### config.mk
export PLATFORM = sky130hd
export DESIGN_NAME = dwarf_eh_pointer_decoder
export DESIGN_NICKNAME = d
export VERILOG_FILES = /design/src/design/dwarf_eh_pkg.sv /design/src/design/dwarf_eh_pointer_decoder.sv
export SDC_FILE = /design/constraint.sdc
export NUM_CORES = 1
export LEC_CHECK = 0
export CORE_UTILIZATION = 25
export DETAILED_ROUTE_END_ITERATION = 7
export DONT_BUFFER_PORTS = 1
export GPL_TIMING_DRIVEN = 0
export PLACE_DENSITY = 0.45
export SETUP_SLACK_MARGIN = 0.4
export SYNTH_ARGS = -nofsm -noshare
export SYNTH_HDL_FRONTEND = slang
export SYNTH_SLANG_ARGS = --single-unit
### constraint.sdc
create_clock -name clk -period 7.7 [get_ports clk]
set_clock_uncertainty 0.15 [all_clocks]
set_input_delay 0.77 -clock clk [delete_from_list [all_inputs] [get_ports clk]]
set_output_delay 0.77 -clock clk [all_outputs]
set_load 0.1 [all_outputs]
### src/design/dwarf_eh_pkg.sv
// types, codes and form decode shared by the dwarf exception-header pointer decoder
package dwarf_eh_pkg;

  localparam logic [7:0] ENC_OMIT    = 8'hff;
  localparam logic [7:0] ENC_ALIGNED = 8'h50;
  localparam logic [7:0] APP_MASK    = 8'h70;
  localparam logic [7:0] APP_PCREL   = 8'h10;

  localparam logic [3:0] FORM_ABSPTR  = 4'h0;
  localparam logic [3:0] FORM_ULEB128 = 4'h1;
  localparam logic [3:0] FORM_UDATA2  = 4'h2;
  localparam logic [3:0] FORM_UDATA4  = 4'h3;
  localparam logic [3:0] FORM_UDATA8  = 4'h4;
  localparam logic [3:0] FORM_SIGNED  = 4'h8;
  localparam logic [3:0] FORM_SLEB128 = 4'h9;
  localparam logic [3:0] FORM_SDATA2  = 4'ha;
  localparam logic [3:0] FORM_SDATA4  = 4'hb;
  localparam logic [3:0] FORM_SDATA8  = 4'hc;

  localparam logic [1:0] ST_OK          = 2'd0;
  localparam logic [1:0] ST_OMITTED     = 2'd1;
  localparam logic [1:0] ST_UNSUPPORTED = 2'd2;

  typedef struct packed {
    logic [7:0]  data_byte;
    logic        first;
    logic [7:0]  encoding;
    logic [63:0] field_address;
  } req_t;

  typedef struct packed {
    logic [63:0] value;
    logic [3:0]  bytes_used;
    logic [1:0]  status;
    logic        needs_indirect;
  } rsp_t;

  typedef struct packed {
    logic       supported;
    logic       is_leb;
    logic       is_sleb;
    logic       is_signed;
    logic [3:0] size;
  } form_t;

  function automatic form_t form_decode(input logic [7:0] enc);
    form_t f;
    f = '0;
    unique case (enc[3:0])
      FORM_ABSPTR, FORM_UDATA8, FORM_SIGNED: begin
        f.supported = 1'b1;
        f.size      = 4'd8;
      end
      FORM_ULEB128: begin
        f.supported = 1'b1;
        f.is_leb    = 1'b1;
      end
      FORM_SLEB128: begin
        f.supported = 1'b1;
        f.is_leb    = 1'b1;
        f.is_sleb   = 1'b1;
      end
      FORM_UDATA2: begin
        f.supported = 1'b1;
        f.size      = 4'd2;
      end
      FORM_UDATA4: begin
        f.supported = 1'b1;
        f.size      = 4'd4;
      end
      FORM_SDATA2: begin
        f.supported = 1'b1;
        f.is_signed = 1'b1;
        f.size      = 4'd2;
      end
      FORM_SDATA4: begin
        f.supported = 1'b1;
        f.is_signed = 1'b1;
        f.size      = 4'd4;
      end
      FORM_SDATA8: begin
        f.supported = 1'b1;
        f.is_signed = 1'b1;
        f.size      = 4'd8;
      end
      default: f = '0;
    endcase
    return f;
  endfunction

endpackage

### src/design/dwarf_eh_pointer_decoder.sv
// dwarf exception-header pointer decoder: one stream byte per cycle, one result per value
//
// usage
//   the request channel (req_valid, req_ready, req) carries one stream byte a cycle;
//   req.first marks a value's first byte and brings its encoding and address
//   the response channel (rsp_valid, rsp_ready, rsp) gives value, bytes used,
//   status and the indirect flag once the value's last byte has been taken
//   response timing: the response is registered and shows in the cycle after the request
//   that completes the value; omitted, aligned and unsupported encodings answer
//   in the cycle after their first request
//   throughput: one request per cycle unless a response is stalled, fixed by the single
//   byte-accumulate and pc-relative add path between the state and the response register
//   a request with first low and no value in progress is taken and dropped
//   a first request during a value abandons the old one silently
//   when the receiver stalls with a response pending, req_ready falls and
//   the byte stream waits; it rises in the cycle the response is taken
//   reset (rst, synchronous) clears rsp_valid and leaves the decoder idle
module dwarf_eh_pointer_decoder import dwarf_eh_pkg::*; #(
  parameter int MAX_LEB_BYTES = 10
) (
  input  logic clk,
  input  logic rst,
  input  logic req_valid,
  output logic req_ready,
  input  req_t req,
  output logic rsp_valid,
  input  logic rsp_ready,
  output rsp_t rsp
);

  logic [63:0] accumulator;
  logic [6:0]  shift_count;
  logic [3:0]  byte_count;
  logic [7:0]  held_encoding;
  logic [63:0] start_address;
  logic        busy;

  logic [63:0] accumulator_next;
  logic [6:0]  shift_count_next;
  logic [3:0]  byte_count_next;
  logic        busy_next;
  logic        emit;
  rsp_t        rsp_next;

  logic [63:0] cur_acc;
  logic [6:0]  cur_shift;
  logic [3:0]  cur_cnt;
  logic [7:0]  cur_enc;
  logic [63:0] cur_addr;
  logic        active;
  logic        immediate;
  form_t       fd;
  logic [63:0] ins;
  logic [63:0] acc_or;
  logic        done;
  logic        sign_bit;

  logic accept;
  assign req_ready = !rsp_valid || rsp_ready;
  assign accept    = req_valid && req_ready;

  always_comb begin
    cur_acc   = req.first ? 64'd0 : accumulator;
    cur_shift = req.first ? 7'd0 : shift_count;
    cur_cnt   = req.first ? 4'd0 : byte_count;
    cur_enc   = req.first ? req.encoding : held_encoding;
    cur_addr  = req.first ? req.field_address : start_address;
    fd        = form_decode(cur_enc);

    immediate = req.first && (req.encoding == ENC_OMIT || req.encoding == ENC_ALIGNED
                              || !fd.supported);
    active    = req.first ? !immediate : busy;

    ins              = fd.is_leb ? {57'd0, req.data_byte[6:0]} : {56'd0, req.data_byte};
    acc_or           = cur_acc | ((cur_shift < 7'd64) ? (ins << cur_shift[5:0]) : 64'd0);
    shift_count_next = cur_shift + (fd.is_leb ? 7'd7 : 7'd8);
    byte_count_next  = cur_cnt + 4'd1;
    accumulator_next = acc_or;
    sign_bit         = 1'b0;

    if (fd.is_leb) begin
      done = !req.data_byte[7] || (byte_count_next >= 4'(MAX_LEB_BYTES));
      if (done && fd.is_sleb && shift_count_next < 7'd64 && req.data_byte[6]) begin
        accumulator_next = acc_or | ({64{1'b1}} << shift_count_next[5:0]);
      end
    end else begin
      done = byte_count_next >= fd.size;
      case (fd.size)
        4'd2:    sign_bit = acc_or[15];
        4'd4:    sign_bit = acc_or[31];
        default: sign_bit = 1'b0;
      endcase
      if (done && fd.is_signed && sign_bit) begin
        case (fd.size)
          4'd2:    accumulator_next = acc_or | {{48{1'b1}}, 16'd0};
          4'd4:    accumulator_next = acc_or | {{32{1'b1}}, 32'd0};
          default: accumulator_next = acc_or;
        endcase
      end
    end

    busy_next = active && !done;
    emit      = immediate || (active && done);

    rsp_next = '0;
    if (immediate) begin
      rsp_next.status = (req.encoding == ENC_OMIT) ? ST_OMITTED : ST_UNSUPPORTED;
    end else begin
      rsp_next.status     = ST_OK;
      rsp_next.bytes_used = byte_count_next;
      rsp_next.value      = accumulator_next;
      if (accumulator_next != 64'd0) begin
        if ((cur_enc & APP_MASK) == APP_PCREL) begin
          rsp_next.value = accumulator_next + cur_addr;
        end
        rsp_next.needs_indirect = cur_enc[7];
      end
    end
  end

  // decoder state
  always_ff @(posedge clk) begin
    if (rst) begin
      busy        <= 1'b0;
      accumulator <= '0;
      shift_count <= '0;
      byte_count  <= '0;
    end else if (accept) begin
      busy <= busy_next;
      if (req.first || busy) begin
        accumulator <= accumulator_next;
        shift_count <= shift_count_next;
        byte_count  <= byte_count_next;
      end
    end
  end

  always_ff @(posedge clk) begin
    if (accept && req.first) begin
      held_encoding <= req.encoding;
      start_address <= req.field_address;
    end
  end

  // response register
  always_ff @(posedge clk) begin
    if (rst) begin
      rsp_valid <= 1'b0;
    end else if (accept && emit) begin
      rsp_valid <= 1'b1;
    end else if (rsp_ready) begin
      rsp_valid <= 1'b0;
    end
  end

  always_ff @(posedge clk) begin
    if (accept && emit) begin
      rsp <= rsp_next;
    end
  end

endmodule
# Word-level counts from Yosys, hierarchy flattened
# Cells that the tools add are included.
# Widths: inputs -> output; s select.
totals:
  ff_bits: 220
  output_inout_bits: 73
  word_cells: 96
op_classes:
  add_sub_neg: 3
  order_cmp: 4
  eq_ne: 14
  shift: 2
  n_mux: 26
  bitwise_logic: 3
  n_reduce_logical: 33
ops:
  columns: ["operator", "n"]
  rows:
  - ["$mux 64", 8]
  - ["$or 64x64->64", 2]
  - ["$pmux 64 s2", 1]
  - ["$add 64x64->64", 1]
  - ["$reduce_bool 64->1", 1]
  - ["$shl 64x6->64 const A", 1]
  - ["$shl 8x6->64", 1]
  - ["$eq 4x4->1 const B", 5]
  - ["$mux 8", 2]
  - ["$lt 7x7->1 const B", 2]
  - ["$eq 4x2->1 const B", 3]
  - ["$pmux 4 s3", 1]
  - ["$logic_and 1x1->1", 11]
  - ["$reduce_or 10->1", 1]
  - ["$mux 1", 9]
  - ["$eq 4x3->1 const B", 2]
  - ["$eq 8x7->1 const B", 1]
  - ["$eq 8x8->1 const B", 1]
  - ["$mux 4", 2]
  - ["$reduce_or 2->1", 4]
  - ["$add 7x4->7", 1]
  - ["$mux 7", 1]
  - ["$logic_or 1x1->1", 6]
  - ["$logic_not 1->1", 5]
  - ["13 further kinds", 13]

# Depth between registers and ports, before layout
# Gate-level depths: netlist (run 1).
depth:
  ltp_word: 16
  depth_mapped: 35
  depth_no_buf: 25

# Worst setup path after synthesis (run 1)
# No wires, ideal clock.
synth_timing:
  path_kind: "input-to-reg"
  from: "input port req[72] (netlist bit)"
  to: "register rsp[69] (netlist bit) (data pin)"
  setup_time_ns: 0.281
  arrival_time_ns: 7.349
  required_ns: 7.269
  slack_ns: -0.080
  cell_stages: 33
  path_buffers: 11
  path_cell_list: "buf_6 > buf_6 > buf_4 > buf_2 > buf_2 > buf_1 > buf_1 > clkbuf_1 > clkbuf_1 > nor2b_1 > ha_1 > xor2_1 > inv_1 > ha_1 > o21ai_0 > a32oi_1 > nand3_1 > a211oi_2 > a21oi_1 > clkbuf_1 > clkbuf_1 > nand2_1 > ha_1 > a21oi_1 > o21ai_0 > a32oi_1 > nor2b_1 > o2111ai_1 > a221oi_1 > o31a_1 > nor3_1 > a2111oi_0 > a221oi_1"
synth_lines:
  columns: ["item", "line_no", "rtl"]
  rows:
  - ["start: declaration", "dwarf_eh_pointer_decoder.sv:25", "input req_t req,"]
  - ["$mux 4 *", "dwarf_eh_pointer_decoder.sv:65", "cur_cnt = req.first ? 4'd0 : byte_count;"]
  - ["$add 4x1->4 *", "dwarf_eh_pointer_decoder.sv:77", "byte_count_next = cur_cnt + 4'd1;"]
  - ["named net byte_count_next[2]", "dwarf_eh_pointer_decoder.sv:40", "logic [3:0] byte_count_next;"]
  - ["$ge 4x4->1", "dwarf_eh_pointer_decoder.sv:82", "done = !req.data_byte[7] || (byte_count_next >= 4'(MAX_LEB_BYTES));"]
  - ["$logic_or 1x1->1", "dwarf_eh_pointer_decoder.sv:82", null]
  - ["$logic_and 1x1->1 (3 in series)", "dwarf_eh_pointer_decoder.sv:83", "if (done && fd.is_sleb && shift_count_next < 7'd64 && req.data_byte[6]) begin"]
  - ["$mux 64", "dwarf_eh_pointer_decoder.sv:83", null]
  - ["$mux 64 *", "dwarf_eh_pointer_decoder.sv:81", "if (fd.is_leb) begin"]
  - ["named net accumulator_next[39]", "dwarf_eh_pointer_decoder.sv:38", "logic [63:0] accumulator_next;"]
  - ["$add 64x64->64", "dwarf_eh_pointer_decoder.sv:114", "rsp_next.value = accumulator_next + cur_addr;"]
  - ["$mux 64", "dwarf_eh_pointer_decoder.sv:113", "if ((cur_enc & APP_MASK) == APP_PCREL) begin"]
  - ["$mux 64 *", "dwarf_eh_pointer_decoder.sv:112", "if (accumulator_next != 64'd0) begin"]
  - ["end signal: assignment", "dwarf_eh_pointer_decoder.sv:158", "rsp <= rsp_next;"]
  - ["end: declaration", "dwarf_eh_pointer_decoder.sv:28", "output rsp_t rsp"]
# The timed path passes the listed nets; every way through them passes the cells marked *. The select of a mux whose other input is x is not followed.
# A chain may end at the register's enable or synchronous reset.

# Worst setup path in the final report (run 1)
# Ends and elaborated chain as after synthesis.

==> results of run 1 <==
==> metal layers <==
metal,vias to the layer above,part of all wire [%],wire length (um)
li1,7223,-,-
met1,8014,44,38000
met2,585,46,39200
met3,111,6.3,5390
met4,2,3.3,2800
met5,-,0.020,17
==> cell families (layout without fill, tap and decap cells) <==
group           count (synthesis)  after routing
simple gates                  703            703
compound gates                556            556
flops                         220            220
buf+inv                       184            286
mux                            84             84
fa+ha+maj                      74             74
xor+xnor                       58             58
other cells                     0              1
==> cell usage in the layout (no fill, tap or decap), drive strengths merged, types with 10 or more instances in the layout <==
master,Yosys,routed
clkbuf,73,101
clkinv,2,11
buf,42,97
dfxtp,77,77
nand2b,21,21
nor2b,23,23
o22ai,20,20
a211oi,54,54
o21a,13,13
inv,67,69
ha,72,72
nand3,39,39
a21oi,142,142
nor3,66,66
nand4,30,30
edfxtp,143,143
nand2,191,191
or2,13,13
o221ai,13,13
nor2,211,211
a22oi,10,10
mux2,66,66
o21bai,12,12
o21ai,97,97
o31ai,39,39
mux2i,18,18
a21o,16,16
or3,21,21
xnor2,30,30
nor4,15,15
xor2,28,28
and2,19,19
o211ai,16,16
and3,12,12
a31oi,24,24
==> flip-flops by register name, indices dropped and copies added (netlist names) <==
| signal | cells |
|---|---|
| start_address | 64 |
| rsp | 71 |
| accumulator | 64 |
| byte_count | 4 |
| shift_count | 7 |
| held_encoding | 8 |
| busy | 1 |
| rsp_valid | 1 |
==> critical path: cells and delay by family <==
| kind | cells | cell delay (ns) |
|---|---|---|
| adder cells (fa/ha/maj) | 2 | 0.57 |
| buffers and inverters | 13 | 2.13 |
| AND/OR/NAND/NOR | 7 | 1.47 |
| AO/OA/AOI/OAI | 9 | 2.33 |
==> timing repair <==
action / in CTS / in global routing
buffers inserted: 25 / 21
resized for setup: 148 / 91
pin swaps: 23 / 30
endpoints found under the setup margin: 65 / 26
==> final cells by class <==
class	count	area share (%)
Buffer	115	3.57
Sequential cell	220	29.4
Clock buffer	33	3.79
Timing Repair Buffer	50	2.22
Antenna cell	1	0.0126
Tap cell	855	5.40
Clock inverter	19	0.884
Inverter	69	1.34
Multi-Input combinational cell	1475	53.4
==> worst max path at each step <==
stage	slack (ns)	start	end
after global routing	0.29	req[72]	rsp[69]
after detailed placement	-3.67	req[72]	rsp[70]
after CTS	0.39	req[72]	rsp[70]
final	0.47	req[72]	rsp[69]
after global placement	-3.73	req[72]	rsp[70]
after floorplan	0.45	req[72]	rsp[69]
==> where the power goes <==
group / total [mW] / internal (mW) / switching (mW)
registers: 1.57 / 1.35 / 0.225
clock network: 1.36 / 0.769 / 0.590
logic: 1.01 / 0.349 / 0.665
==> results by group, run 1 <==
Yosys
  • Post-synthesis simple-gate area fraction: 21.5%
  • Yosys top cell area share: 26.3%
  • Post-Syn Area: 16300 sq um
  • Dominant cell by count in the synthesized netlist: nor2_1
  • Xor/xnor cell area share of the yosys netlist: 3.16%
  • Post-synth net total: 2038
  • Main combinational cell family by area after synthesis: compound AO/OA/AOI/OAI gates
  • Post-synthesis sequential area ratio: 35.8%
  • Distinct cell type count after synthesis: 110
  • Synth top area cells: edfxtp_1 (26%), dfxtp_1 (9.4%), ha_1 (5.5%), nor2_1 (4.8%), mux2_2 (4.6%)
  • Most used DFF post-synth: edfxtp_1
  • Synth async-reset ratio: 0%
  • Adder-cell share of the synthesized area: 5.77%
  • Number of flops mapped to enable cells by yosys: 143
  • YS warnings: 0
  • Synthesized netlist cell count: 1879
  • Post-synth top area cell: edfxtp_1
  • Synth top cells by count: nor2_1 (209), nand2_1 (190), edfxtp_1 (143)
  • Post-synthesis mux area share: 5.66%
  • Syn_area_per_cell: 8.68 sq um
  • Seq cells post-synth: 220
  • Complex-gate fraction of the synthesized area: 23.2%

Global routing
  • GRT Util Overall: 24.9%
  • Total gr overflow: 0
  • Initial antenna violation count: 2
  • Top Usage Layer GRT: met2
  • Routing usage on met3: 3.58%
  • Vias in the first global route: 15400
  • Met1 global-route usage: 34.1%
  • First-pass GRT wire length: 119000 um
  • M2 GR Usage: 40.4%
  • Largest net degree at the start of global routing: 60

Floorplanning
  • # IOs: 158
  • FP Rows: 93
  • Die W: 257 um
  • Core Box Area: 64500 sq um
  • DIE AREA: 66300 sq um
  • Initial Util: 25.3%
  • Die H: 257 um

Setup path
  • Crit path kind: in -> reg
  • R2r startpoint: held_encoding[1]
  • Crit-path max FO: 11
  • Critical Path Start Type: input pin
  • Slowest cell delay on critical path: 0.41 ns
  • R2r endpoint: rsp[47]
  • Crit. End Element: flip-flop
  • Critical Path RT: 7.82 ns
  • Most frequent CP cell: buf_8
  • R2R Setup Slk: 0.49 ns
  • R2R cell count: 24
  • Worst Path Arrival: 7.34 ns
  • Critical-path top delay cell: or3_4

Status
  • Status: complete, no violations

Final layout
  • Final net count: 2118
  • Final instance area: 19800 sq um
  • Register area: 5840 sq um
  • Non-Filler Instances: 2837
  • Multi-input logic area: 10600 sq um
  • # fillers: 6880
  • Final core utilization: 30.8%
  • Share of cells above drive strength 1: 19.8%
  • P&R area growth vs syn: 21.5%

Timing
  • Minimum clock period: 7.23 ns
  • Worst slew pin tran: 1.38 ns
  • Fin crit share: 93.8%
  • RSZ-0062 raised after global routing: yes
  • Setup TNS: 0 ns
  • Final worst slack: 0.474 ns
  • Hold WS: 0.123 ns
  • FMAX: 138 MHz
  • Worst slew margin relative to its limit: 6.88%
  • Hold Vio Cnt, Final: 0
  • Final Max Slew Viols: 0
  • Final setup fails: 0

Routing
  • Via count: 15900
  • First-pass DRT Iterations: 5
  • Initial drt markers: 1660
  • DRC violations left: 0
  • Final wirelength: 85400 um
  • Post-route ant nets: 0
  • Via density per instance: 5.62
  • Routed WL per cell: 30.1 um

Hold path
  • Hold Path Origin: req[4]
  • Hold Path Stages: 0
  • Worst Hold End: start_address[4]
  • Worst hold path class: in -> reg

Clock network
  • CTS tree: done
  • Skew-Pair Late Insertion Delay: 0.59 ns
  • TritonCTS buffer count: 28
  • H-Tree Depth: 1
  • Clock Sinks: 220
  • Root Buffer: clkbuf_16
  • Clock buffer depth: 3
  • # hold bufs at CTS: 0
  • Clock slew at reported path FFs: 0.07 ns

Place
  • Post-Place Worst Slack: -3.67 ns
  • Post-DP Area: 17500 sq um
  • Final Wtd Congestion: 1.02
  • Post-DP HPWL: 65800 um
  • Placed instance count: 2737
  • PortBufs: 0

Pwr
  • Leakage: 7.19 nW
  • Pwr Total: 3.94 mW
  • Max rail drop VDD: 142 uV
  • PD cells: 199 nW/um^2

Flow run
  • Max-Cap Viols: 0
No activity file was read; power rests on OpenSTA's default activity.
==> run 2, diff against run 1 <==
--- a/config.mk
+++ b/config.mk
@@ -9,7 +9,7 @@
 export DETAILED_ROUTE_END_ITERATION = 7
 export DONT_BUFFER_PORTS = 1
 export GPL_TIMING_DRIVEN = 0
-export PLACE_DENSITY = 0.45
+export PLACE_DENSITY = 0.43
 export SETUP_SLACK_MARGIN = 0.4
 export SYNTH_ARGS = -nofsm -noshare
 export SYNTH_HDL_FRONTEND = slang
==> constraint.sdc (replaced) <==
create_clock -name clk -period 8.78 [get_ports clk]
set_clock_uncertainty 0.15 [all_clocks]
set_input_delay 0.878 -clock clk [delete_from_list [all_inputs] [get_ports clk]]
set_output_delay 0.878 -clock clk [all_outputs]
set_load 0.1 [all_outputs]
==> results by group, run 2 (synthesis gave the netlist of run 1 again) <==
Routing
  • Met3 Wirelength: 5580 um
  • Initial drt markers: 1594
  • DRC violations left: 0
  • Routed wl met2: 37900 um
  • Via density per instance: 5.67
  • Via count: 15900
  • Routed WL per cell: 29.7 um
  • Post-route ant nets: 0
  • M1 wire length: 36900 um
  • Top layer in use: met4
  • First-pass DRT Iterations: 5
  • Final wirelength: 83000 um

Place
  • Final Wtd Congestion: 1.01
  • PortBufs: 0
  • Post-DP HPWL: 64900 um
  • Placed instance count: 2738

Pwr
  • Net Sw Power: 1.26 mW
  • Leakage: 6.86 nW
  • Combinational cell fraction of total power: 24.2%
  • Max rail drop VDD: 125 uV
  • Sw frac: 36.7%
  • Pwr Total: 3.42 mW
  • Clock power frac: 35.5%
  • Internal Power: 2.17 mW
  • Flop pwr share: 40.3%
  • PD cells: 182 nW/um^2

Clock network
  • Clock Sinks: 220
  • Clock slew at reported path FFs: 0.07 ns
  • Clock buffer depth: 3
  • TritonCTS buffer count: 28
  • CTS tree: done
  • Skew-Pair Late Insertion Delay: 0.59 ns
  • Root Buffer: clkbuf_16
  • H-Tree Depth: 1

Final layout
  • Final core utilization: 29.2%
  • Final net count: 2079
  • Max FFs per register: 71
  • Share of cells above drive strength 1: 13.6%
  • Commonest non-fill, non-tap cell in the layout: nor2_1
  • Non-Filler Instances: 2795
  • Regs by FF count: rsp: 71 flops, accumulator: 64 flops, start_address: 64 flops
  • P&R area growth vs syn: 15.4%
  • N_diodes: 0
  • Commonest non-fill, non-tap cells in the layout: nor2_1 (205), nand2_1 (188), edfxtp_1 (143)
  • Largest Register: rsp
  • # fillers: 6909

Hold path
  • Worst hold path class: in -> reg
  • Hold Path Origin: req[69]

Setup path
  • R2R Setup Slk: 0.82 ns
  • Crit path kind: in -> reg
  • Critical Path Start Type: input pin
  • Worst Path Arrival: 8.29 ns
  • Critical Path RT: 8.93 ns
  • R2r startpoint: held_encoding[1]
  • Bufs and invs on worst path: 13
  • Crit. End Element: flip-flop
  • CP top delay family: buffers and inverters
  • Crit-path max FO: 10
  • Most frequent CP cell: buf_6
  • Critical-path top delay cell: o311ai_4
  • CP startpoint: req[72]
  • Slowest cell delay on critical path: 0.41 ns

Floorplanning
  • # IOs: 158
  • Initial Util: 25.3%
  • Die W: 257 um
  • Die H: 257 um
  • FP Rows: 93
  • DIE AREA: 66300 sq um
  • Core Box Area: 64500 sq um

Global routing
  • Largest net degree at the start of global routing: 56
  • GRT Util Overall: 24.3%
  • Total gr overflow: 0
  • First-pass GRT wire length: 117000 um
  • Vias in the first global route: 15400
  • Initial antenna violation count: 2

Timing
  • RSZ-0062 raised after global routing: yes
  • Final setup fails: 0
  • Minimum clock period: 8.14 ns
  • FMAX: 123 MHz
  • Setup TNS: 0 ns
  • Fin crit share: 92.7%
  • Worst slew margin relative to its limit: -6.06%
  • Hold Vio Cnt, Final: 0
  • Worst slew pin tran: 1.59 ns
  • Final Max Slew Viols: 12

Flow run
  • Max-Cap Viols: 2

Status
  • Status: finished with violations
  • Failing checks: capacitance limit, slew limit
run 2: repair_timing:
action                                  in CTS  in global routing
pin swaps                                    5                  4
endpoints found under the setup margin      91                 17
setup buffers                                3                  4
hold buffers                                 0                  0
resized for setup                           63                 23
run 2: layout make-up:
cell class / count / area (sq um) / area share (%)
timing repair buffer: 11 / 133 / 0.704
clock inverter: 18 / 198 / 1.05
buffer: 115 / 602 / 3.20
clock buffer: 32 / 737 / 3.91
sequential: 220 / 5840 / 31.0
multi-input combinational: 1475 / 9990 / 53.1
inverter: 69 / 262 / 1.39
tap: 855 / 1070 / 5.68
run 2: worst paths after layout:
check                           cells past startpoint               end
worst max-delay path                               34           rsp[70]
worst min-delay path                                0  held_encoding[5]
worst max register to register                     20           rsp[53]
worst min register to register                      2     byte_count[3]
run 2: through the flow:
| step | hold slack, ns | cell area (sq um) | setup slack (ns) |
|---|---|---|---|
| 2_1_floorplan | 0.287 | 16300 | 0.892 |
| 3_3_place_gp | 0.305 | 17400 | -4.35 |
| 3_5_place_dp | 0.310 | 17500 | -4.32 |
| 4_1_cts | 0.200 | 18700 | 0.453 |
| 5_1_grt | 0.211 | 18800 | 0.347 |
| 6_report | 0.231 | 18800 | 0.638 |
run 2: per-layer routing:
layer	global-route usage, %	vias up
met2	39.5	688
met1	33.0	7888
li1	-	7143
met5	0	-
met4	6.90	0
met3	4.00	137
run 2: power groups by stage:
stage	combinational (mW)	clock (mW)	sequential, mW
6_report	0.828	1.21	1.38
3_3_place_gp	0.776	0	1.41
3_5_place_dp	0.782	0	1.40
2_1_floorplan	0.519	0	1.39
4_1_cts	0.804	1.25	1.38
5_1_grt	0.889	1.28	1.38
==> run 3, diff against run 2 <==
--- a/config.mk
+++ b/config.mk
@@ -6,6 +6,7 @@
 export NUM_CORES = 1
 export LEC_CHECK = 0
 export CORE_UTILIZATION = 25
+export CTS_BUF_LIST = sky130_fd_sc_hd__clkbuf_16
 export DETAILED_ROUTE_END_ITERATION = 7
 export DONT_BUFFER_PORTS = 1
 export GPL_TIMING_DRIVEN = 0
==> results by group, run 3 (synthesis gave the netlist of run 1 again) <==
Status
  • Status: finished with violations
  • Failing checks: capacitance limit, slew limit

Setup path
  • R2r endpoint: rsp[53]
  • Critical Path Start Type: input pin
  • Crit. End Element: flip-flop
  • R2r startpoint: held_encoding[1]
  • Critical-path top delay cell: o311ai_4
  • Worst Path Arrival: 8.29 ns
  • Critical Path RT: 8.93 ns
  • CP startpoint: req[72]
  • Crit path kind: in -> reg
  • Slowest cell delay on critical path: 0.41 ns
  • R2R cell count: 20
  • Crit-path max FO: 10
  • Most frequent CP cell: buf_6
  • R2R Setup Slk: 0.81 ns

Floorplanning
  • # IOs: 158
  • Die W: 257 um
  • DIE AREA: 66300 sq um
  • FP Rows: 93
  • Initial Util: 25.3%
  • Die H: 257 um
  • Core Box Area: 64500 sq um

Clock network
  • # hold bufs at CTS: 0
  • Root Buffer: clkbuf_16
  • Clock slew at reported path FFs: 0.07 ns
  • CTS tree: done
  • Clock buffer depth: 3
  • H-Tree Depth: 1
  • TritonCTS buffer count: 28
  • Skew-Pair Late Insertion Delay: 0.59 ns
  • Clock Sinks: 220

Global routing
  • Top Usage Layer GRT: met2
  • GRT Util Overall: 24.3%
  • Total gr overflow: 0
  • M2 GR Usage: 39.5%
  • Routing usage on met3: 4.00%
  • Vias in the first global route: 15400
  • Initial antenna violation count: 2
  • Met1 global-route usage: 33.0%
  • Largest net degree at the start of global routing: 56
  • First-pass GRT wire length: 117000 um

Timing
  • Worst slew pin tran: 1.59 ns
  • Hold Vio Cnt, Final: 0
  • Final worst slack: 0.639 ns
  • RSZ-0062 raised after global routing: yes
  • Minimum clock period: 8.14 ns
  • Worst slew margin relative to its limit: -6.06%
  • FMAX: 123 MHz
  • Hold WS: 0.231 ns
  • Final setup fails: 0
  • Final Max Slew Viols: 12
  • Fin crit share: 92.7%
  • Setup TNS: 0 ns

Flow run
  • Max-Cap Viols: 2

Place
  • Post-Place Worst Slack: -4.32 ns
  • Post-DP Area: 17500 sq um
  • PortBufs: 0
  • Final Wtd Congestion: 1.01
  • Post-DP HPWL: 64900 um

Hold path
  • Worst hold path class: in -> reg
  • Hold Path Origin: req[69]
  • Worst Hold End: held_encoding[5]
  • Hold Path Stages: 0

Routing
  • Routed WL per cell: 29.7 um
  • Via density per instance: 5.68
  • Via count: 15900
  • Post-route ant nets: 0
  • Initial drt markers: 1594
  • Final wirelength: 83000 um
  • First-pass DRT Iterations: 5
  • DRC violations left: 0

Final layout
  • Final instance area: 18800 sq um
  • Largest Register: rsp
  • Final core utilization: 29.2%
  • Share of cells above drive strength 1: 13.6%
  • Final net count: 2079
  • Commonest non-fill, non-tap cell in the layout: nor2_1
  • P&R area growth vs syn: 15.4%
  • Commonest non-fill, non-tap cells in the layout: nor2_1 (205), nand2_1 (188), edfxtp_1 (143)
  • N_diodes: 0
  • Regs by FF count: rsp: 71 flops, accumulator: 64 flops, start_address: 64 flops
  • Max FFs per register: 71
  • # fillers: 6909

Pwr
  • PD cells: 182 nW/um^2
  • Leakage: 6.88 nW
  • Max rail drop VDD: 125 uV
==> run 3: changes by cell type in the layout (fill, tap and decap cells not counted), sizes merged <==
cell and change:
inv +3, clkbuf -3
==> run 3: through the flow <==
stage,instances,power [mW]
after floorplan,1879,1.90
after global routing,2795,3.55
after CTS,2791,3.43
final,2795,3.42
after detailed placement,2738,2.18
after global placement,2734,2.18
==> run 3: worst max-delay path by stage <==
stage	endpoint	cells past startpoint	slack [ns]
after floorplan	rsp[69]	33	0.89
after global placement	rsp[70]	35	-4.35
after detailed placement	rsp[70]	35	-4.32
after CTS	rsp[70]	34	0.45
after global routing	rsp[69]	33	0.35
final	rsp[70]	34	0.64
==> run 3: area by class of cell <==
cell class | instances | area (sq um) | area share, %
timing repair buffer | 11 | 133 | 0.704
inverter | 69 | 262 | 1.39
buffer | 115 | 602 | 3.20
sequential | 220 | 5840 | 31.0
tap | 855 | 1070 | 5.68
clock buffer | 29 | 726 | 3.85
clock inverter | 21 | 209 | 1.11
multi-input combinational | 1475 | 9990 | 53.1
==> run 3: critical path, delay by kind of cell <==
kind | cells | cell delay, ns
xor+xnor | 2 | 0.38
simple gates | 6 | 1.12
buf+inv | 13 | 2.64
fa+ha+maj | 3 | 0.74
mux | 1 | 0.09
compound gates | 9 | 2.38
==> run 3: metal layers <==
| layer | up-vias | wire length, um |
|---|---|---|
| met4 | 0 | 2690 |
| met5 | - | 0 |
| met1 | 7896 | 36900 |
| met3 | 143 | 5600 |
| li1 | 7144 | - |
| met2 | 695 | 37800 |
==> run 3: power breakdown <==
part	internal [mW]	total [mW]	switching [mW]
Sequential	1.18	1.38	0.198
Combinational	0.269	0.828	0.559
Clock	0.711	1.21	0.500
Total	2.16	3.42	1.26
==> run 3: timing repair <==
action                                  CTS  global route
endpoints found under the setup margin   91            17
pin swaps                                 5             4
buffers inserted                          3             4
resized for setup                        63            23
